### src/sv/cmu_ram.sv
// ----------------------------------------------------------------------------
// cmu_ram
// Simple dual-port synchronous RAM, one write and one registered read port.
// ----------------------------------------------------------------------------
module cmu_ram #(
  parameter int WIDTH = 8,
  parameter int DEPTH = 16
) (
  input  logic                     clk,
  input  logic                     we,
  input  logic [$clog2(DEPTH)-1:0] waddr,
  input  logic [WIDTH-1:0]         wdata,
  input  logic [$clog2(DEPTH)-1:0] raddr,
  output logic [WIDTH-1:0]         rdata
);

  logic [WIDTH-1:0] mem [DEPTH];

  always_ff @(posedge clk) begin
    if (we) begin
      mem[waddr] <= wdata;
    end
    rdata <= mem[raddr];
  end

endmodule

### config.mk
export PLATFORM = sky130hd
export DESIGN_NAME = cmu_ram
export DESIGN_NICKNAME = d
export VERILOG_FILES = /design/src/sv/cmu_ram.sv
export SDC_FILE = /design/constraint.sdc
export NUM_CORES = 1
export LEC_CHECK = 0
export ABC_AREA = 1
export BUFFER_PORTS_ARGS = -buffer_cell sky130_fd_sc_hd__buf_2
export CAP_MARGIN = 20
export CORE_MARGIN = 8
export CORE_UTILIZATION = 60
export CTS_CLUSTER_SIZE = 10
export DETAILED_ROUTE_END_ITERATION = 6
export HOLD_SLACK_MARGIN = 0.12
export PLACE_DENSITY = 0.76
export SYNTH_ARGS = -nofsm -noshare
export SYNTH_HDL_FRONTEND = slang
export SYNTH_SLANG_ARGS = --single-unit
### constraint.sdc
create_clock -name clk -period 1.1 [get_ports clk]
set_input_delay 0 -clock clk [delete_from_list [all_inputs] [get_ports clk]]
set_output_delay 0 -clock clk [all_outputs]
set_load 0.01 [all_outputs]
Yosys cells after proc, flatten, opt, wreduce, memory -nomap -nowiden
Memories as Yosys holds them, arrays and structs flattened. A register that Yosys moved wholly into a read port is not among the register bits.
Cells that the tools add are included.
- bits in registers: 0
- bits in writable memories: 128
- input bits: 18
- output and inout bits: 8
- word-level logic and storage cells: 3
- memories: 1
- memories (memory ; depth ; bits a word ; rd ports ; clocked after Yosys merged registers in ; write ports ; RTL line ; source):
    mem ; 16 ; 8 ; 1 ; 1 ; 1 ; 17 ; logic [WIDTH-1:0] mem [DEPTH];
- multiplexer cells: 2
- operator list (operator ; count):
    1-bit two-way mux ; 2

Longest topological paths before layout
Gate-level depths: netlist (run 1).
- depth in word-level cells: 2
- depth in mapped cells: 8

Worst setup path before layout (run 1)
Ideal clock, no wire load.
- kind: input -> register
- start: in waddr[2]
- end: mem mem[10][0], enable pin
- library setup time: 0.370 ns
- arrival time: 0.581 ns
- path slack: 0.149 ns
- stages on the path: 2
- path buffers: 0
- cells stage by stage: nand3b_1 nor2_1
- RTL lines (what ; RTL line ; source):
    start, declared ; 11 ; input logic [$clog2(DEPTH)-1:0] waddr,
    end, declared ; 17 ;
No word-level cell before the write port.

Worst setup path in the final report (run 1)
- start: in waddr[2]
- end: mem mem[10][3], enable pin
No word-level cell before the write port.

==> results.yml, run 1 <==
global_routing:
  grt_overflow: 0
  grtUsageMet2: 0.346
  track_usage: 0.211
  grt.met1_usage: 0.248
  grt_max_degree: 41
  grt_busiest_layer: "met2"
  grt_util_met3: 0.0618
  grt_pass1_wl_um: 20400
  antenna_found_initial: 0
  grt_pass1_vias: 4025
die:
  ios: 26
  placementRows: 35
  coreArea_um2: 9280
  die_height_um: 114
  die_area_um2: 13000
  start_util: 0.621
  die_w_um: 114
placed_design:
  dpl.hpwl_um: 7730
  post_dp_cell_area_um2: 6180
  routabilityCongestion: 0.822
  numPortBuffers: 25
synth:
  synthCells: 551
  synth_top_area_cell: "edfxtp_1"
  yosys.area_share.simple: 0.210
  synth.distinct_cells: 12
  synth_adder_area_share: 0
  syn_nets: 569
  synth_top_family_by_area: "simple AND/OR/NAND/NOR gates"
  synth_compound_area_frac: 0
  synth.area.top_cells: "edfxtp_1 (67%), nand2_1 (11%), nand3_1 (8.4%)"
  synth_top_area_share: 0.667
  synth.ff_latch_count: 136
  yosys_warnings: 0
  syn_avg_cell_area_um2: 10.5
  synth-seq-area-share: 0.694
  mappedNetlistArea_um2: 5770
  synthMuxAreaShare: 0
  synthXorXnorAreaFrac: 0
routing:
  routedWlPerCell_um: 17.0
  via_per_inst: 5.34
  first_pass_iters: 5
  ant_nets: 0
  via_count: 4039
  drtIter0Drc: 328
  postRouteWirelength_um: 12800
  drc: 0
power_and_ir_drop:
  power_frac_seq: 0.468
  p_per_area_nw_per_um2: 1790
  intPower_mw: 9.76
  p_sw_mw: 2.69
  ir_drop_mv: 1.05
  pwr-share-clk: 0.469
  power.total_mw: 12.5
  power_leakage_nw: 3.05
  power_frac_comb: 0.063
  swShare: 0.216
worst_setup_path:
  reg2reg_slack_ns: 0.09
  setup.worst_path.end: "mem[10][3]$_DFFE_PP_"
  worstPathArrival_ns: 1.29
  cp-start-kind: "primary input"
  cp-startpoint: "waddr[2]"
  crit_required_ns: 1.33
  critPathKind: "in2reg"
  r2r_cells: 6
  cp_max_fo: 8
  r2r-end: "rdata[2]$_DFF_P_"
  endpoint_kind: "flip-flop"
  r2r_start: "mem[4][2]$_DFFE_PP_"
final_layout:
  design_area_um2: 6950
  layout_common_cells: "nand2_1 (173), edfxtp_1 (128), inv_1 (100)"
  drive_gt1_frac: 0.140
  final_common_cell: "nand2_1"
  num-fill-cells: 649
  insertedDiodeCount: 0
  post-route-util: 0.748
  final_nets: 632
  syn_to_final_growth_pct: 20.5
cts:
  post-cts-setup-buffers: 0
  clockRootBuffer: "clkbuf_8"
  cts_buffers: 17
  htreeDepth: 4
  clockBufferDepth: 2
  cts_tree: "built"
  clock_sinks: 136
  worstSkewPairLatency_ns: 0.52
  path_clk_slew_ns: 0.06
run:
  maxCapViolCount: 0
timing:
  fin_skew_ns: 0.00497
  setup-violations-final: 0
  period_minus_slack_ns: 1.06
  tightest_slew_ns: 0.345
  tns_ns: 0
  rsz0062_at_grt: "true"
  timing.fmax_ghz: 0.941
  slew_headroom: 0.770
  hold_violations: 0
  post-route-period-util: 0.966
  maxSlewViolCount: 0
min_path:
  holdPathStages: 7
  hold_start: "raddr[0]"
  hp-class: "in2reg"
outcome:
  status: "finished, final reports clean"
==> per-stage QoR <==
stage	worst slack [ns]	instances	hold slack, ns
after floorplan	0.149	551	0.0989
final	0.0377	756	0.147
after global routing	-0.0109	756	0.165
after CTS	0.0224	756	0.133
after global placement	0.120	710	0.305
after detailed placement	0.0841	710	0.306
==> Yosys cell counts (all sizes together) <==
master,count
nand2,173
edfxtp,128
inv,102
nand3,97
buf,24
nor2,17
dfxtp,8
nand3b,2
==> critical path, stage by stage <==
cell and delay [ns]:
dlygate4sd3_1 0.53, buf_2 0.14, nand3b_1 0.27, nor2_1 0.19
buf_6 0.17
==> worst min path at each step <==
stage / to
2_1_floorplan: mem[0][0]$_DFFE_PP_
6_report: rdata[1]$_DFF_P_
3_3_place_gp: rdata[3]$_DFF_P_
4_1_cts: mem[7][1]$_DFFE_PP_
5_1_grt: rdata[1]$_DFF_P_
3_5_place_dp: rdata[3]$_DFF_P_
==> layer usage <==
metal	vias up	wire length (um)
li1	1896	-
met1	1908	5130
met2	196	6350
met3	39	1010
met4	0	341
met5	-	0
==> sequential cells by signal, summed over array words and instances, names as in the netlist <==
| name | count |
|---|---|
| rdata | 8 |
| mem | 128 |
==> power groups by stage <==
stage | Sequential, mW | Clock, mW | Combinational, mW
finish | 5.83 | 5.83 | 0.789
detailed placement | 5.94 | 0 | 0.731
global placement | 5.93 | 0 | 0.712
floorplan | 5.95 | 0 | 0.409
global route | 5.84 | 6.08 | 0.867
CTS | 5.83 | 5.84 | 0.786
==> repair_timing <==
| item | 4_1_cts | 5_1_grt |
|---|---|---|
| hold endpoints to repair | 168 | 0 |
| resized for setup | 0 | 3 |
| hold buffers | 14 | 0 |
| setup endpoints to repair | 0 | 17 |
==> final cells by class <==
class                           instances  area, um2  area share
Multi-Input combinational cell        289       1220       0.175
Timing Repair Buffer                   68        566      0.0814
Clock buffer                           17        414      0.0596
Sequential cell                       136       4000       0.576
Tap cell                              129        161      0.0232
Clock inverter                         15        200      0.0288
Inverter                              102        383      0.0551
==> cells by family after synthesis <==
| family | Yosys count |
|---|---|
| buffers and inverters | 126 |
| flip-flops | 136 |
| AND/OR/NAND/NOR | 289 |
No activity file was read; power rests on OpenSTA's default activity.
==> inputs of run 2 (changes only) <==
CELL_PAD_IN_SITES_DETAIL_PLACEMENT = 1   (was not set)
CELL_PAD_IN_SITES_GLOBAL_PLACEMENT = 2   (was not set)
CORE_ASPECT_RATIO = 0.8   (was not set)
CORE_UTILIZATION = 40   (was 60)
PLACE_DENSITY = 0.84   (was 0.76)
==> run 2 against run 1 <==
Net effect: total power increased by 4.8%; die area increased by 43%; final area increased by 1.4%; largest power group is now the clock network; sequential power about the same; fmax increased by 1.9%; cell count increased by 6.9%; clock power increased by 9.6%; critical path type is now reg2reg; global-route usage decreased by 3.2 points; flip-flop and latch count unchanged; clock skew increased by 0.0011 ns; clock-buffer cell count increased by 2; sequential share of layout area decreased by 0.81 points.
==> results.yml, run 2 (synthesis results as in run 1) <==
routing:
  via_per_inst: 4.92
  drc: 0
  first_pass_iters: 4
  postRouteWirelength_um: 15400
  routedWlPerCell_um: 19.1
  drtIter0Drc: 174
  ant_nets: 0
  via_count: 3977
final_layout:
  num-fill-cells: 1545
  top_register: "mem"
  syn_to_final_growth_pct: 22.2
  final_nets: 628
  design_area_um2: 7050
  largest_reg_flops: 128
  reg_top3: "mem x128, rdata x8"
  layout_common_cells: "nand2_1 (172), edfxtp_1 (128), inv_1 (100)"
  final_common_cell: "nand2_1"
  drive_gt1_frac: 0.144
placed_design:
  dpl.hpwl_um: 9780
  post_dp_cell_area_um2: 6260
  routabilityCongestion: 0.749
  numPortBuffers: 25
  place_ws_ns: -0.00621
die:
  die_w_um: 150
  coreArea_um2: 14200
  placementRows: 39
  die_height_um: 123
  start_util: 0.406
  die_area_um2: 18500
  ios: 26
worst_setup_path:
  endpoint_kind: "flip-flop"
  crit_required_ns: 1.40
  crit_top_cell: "nand3_2"
  r2r_start: "mem[7][6]$_DFFE_PP_"
  worstPathArrival_ns: 1.34
  r2r-end: "rdata[6]$_DFF_P_"
  r2r_cells: 6
  critPathKind: "reg2reg"
  cp_max_fo: 1
  critical_path_buf_inv_count: 1
  cp-start-kind: "flip-flop"
  reg2reg_slack_ns: 0.06
  max_stage_delay_ns: 0.37
  slowest_stage: "edfxtp_1"
  crit_chain: "inv_1, nand2_1, nand3_2, nand3_2, nand3_2, nand2_2"
  cp_top_family: "simple AND/OR/NAND/NOR gates"
cts:
  clockRootBuffer: "clkbuf_16"
  clockBufferDepth: 2
  htreeDepth: 4
  cts_buffers: 17
  clock_sinks: 136
  worstSkewPairLatency_ns: 0.42
  cts_tree: "built"
  path_clk_slew_ns: 0.06
timing:
  post-route-period-util: 0.948
  tightest_slew_ns: 0.418
  fin_skew_ns: 0.00609
  hold_violations: 0
  setup-violations-final: 0
  period_minus_slack_ns: 1.04
  layout_setup_ws_ns: 0.0576
  slew_headroom: 0.721
  timing.fmax_ghz: 0.959
  rsz0062_at_grt: "false"
  maxSlewViolCount: 0
power_and_ir_drop:
  intPower_mw: 10.3
  power_leakage_nw: 3.06
  power_frac_seq: 0.448
  pwr-share-clk: 0.490
  swShare: 0.210
  p_per_area_nw_per_um2: 1850
  p_sw_mw: 2.73
  ir_drop_mv: 1.48
  power_frac_comb: 0.062
global_routing:
  grt_pass1_vias: 4383
  track_usage: 0.179
  grt_pass1_wl_um: 24100
  grt_overflow: 0
  grt_max_degree: 47
  antenna_found_initial: 2
run:
  maxCapViolCount: 0
min_path:
  holdPathStages: 6
  min_to: "rdata[2]$_DFF_P_"
  hp-class: "in2reg"
  hold_start: "raddr[1]"
outcome:
  status: "finished, final reports clean"
[run 2: cell types whose count changed in the layout (fill, tap and decap cells not counted), sizes merged]
cell         before  now
bufinv            4    6
clkbuf           17   19
clkinvlp          3    2
diode             0    1
dlygate4sd3      14   10
inv             105  102
[run 2: power groups by stage]
stage	registers [mW]	clock network [mW]	logic [mW]
floorplan	5.95	0	0.409
finish	5.84	6.39	0.812
CTS	5.85	6.48	0.827
global route	5.85	6.68	0.899
detailed placement	5.95	0	0.779
global placement	5.95	0	0.745
[run 2: worst max path at each step]
stage,from,end,slack (ns),cells past startpoint
floorplan,waddr[2],mem[10][0]$_DFFE_PP_,0.15,2
global placement,raddr[0],rdata[2]$_DFF_P_,0.03,8
detailed placement,raddr[0],rdata[2]$_DFF_P_,-0.006,8
CTS,mem[7][6]$_DFFE_PP_,rdata[6]$_DFF_P_,0.01,6
global route,mem[7][6]$_DFFE_PP_,rdata[6]$_DFF_P_,0.005,6
finish,mem[7][6]$_DFFE_PP_,rdata[6]$_DFF_P_,0.06,6
[run 2: worst reg2reg max path, cell delays in order, from the launching register on]
cell,delay [ns]
edfxtp_1,0.37
inv_1,0.07
nand2_1,0.09
nand3_2,0.11
nand3_2,0.10
nand3_2,0.10
nand2_2,0.08
[run 2: per-stage QoR]
stage / power, mW / TNS [ns] / utilization / hold WS (ns) / std cells
3_5_place_dp: 6.73 / -0.00621 / 0.441 / 0.402 / 765
4_1_cts: 13.1 / 0 / 0.495 / 0.177 / 807
2_1_floorplan: 6.35 / 0 / - / 0.0989 / 551
5_1_grt: 13.4 / 0 / 0.496 / 0.230 / 808
3_3_place_gp: 6.69 / 0 / 0.441 / 0.397 / 765
6_report: 13.0 / 0 / 0.496 / 0.187 / 808
[run 2: cell type report]
class	count	area, um2	share of cell area
antenna	1	2.50	0.000355
clock buffer	19	433	0.0614
clock inverter	13	226	0.0321
inverter	102	383	0.0543
multi-input combinational	289	1240	0.175
sequential	136	4000	0.568
tap	184	230	0.0327
timing repair buffer	64	531	0.0753
[run 2: timing repair]
item / 4_1_cts / 5_1_grt
pin swaps: 0 / 0
resized for setup: 3 / 2
cloned: 0 / 0
endpoints found under the setup margin: 1 / 2
buffers inserted: 0 / 0
endpoints found under the hold margin: 135 / 0
hold buffers: 10 / 0
[run 2: routing by layer]
metal,global-route usage,share of wire,wire [um],vias up
met5,0,0.00084,13,-
met3,0.0479,0.050,771,29
li1,-,-,-,1893
met2,0.306,0.51,7940,94
met1,0.212,0.41,6330,1959
met4,0.0760,0.025,386,2
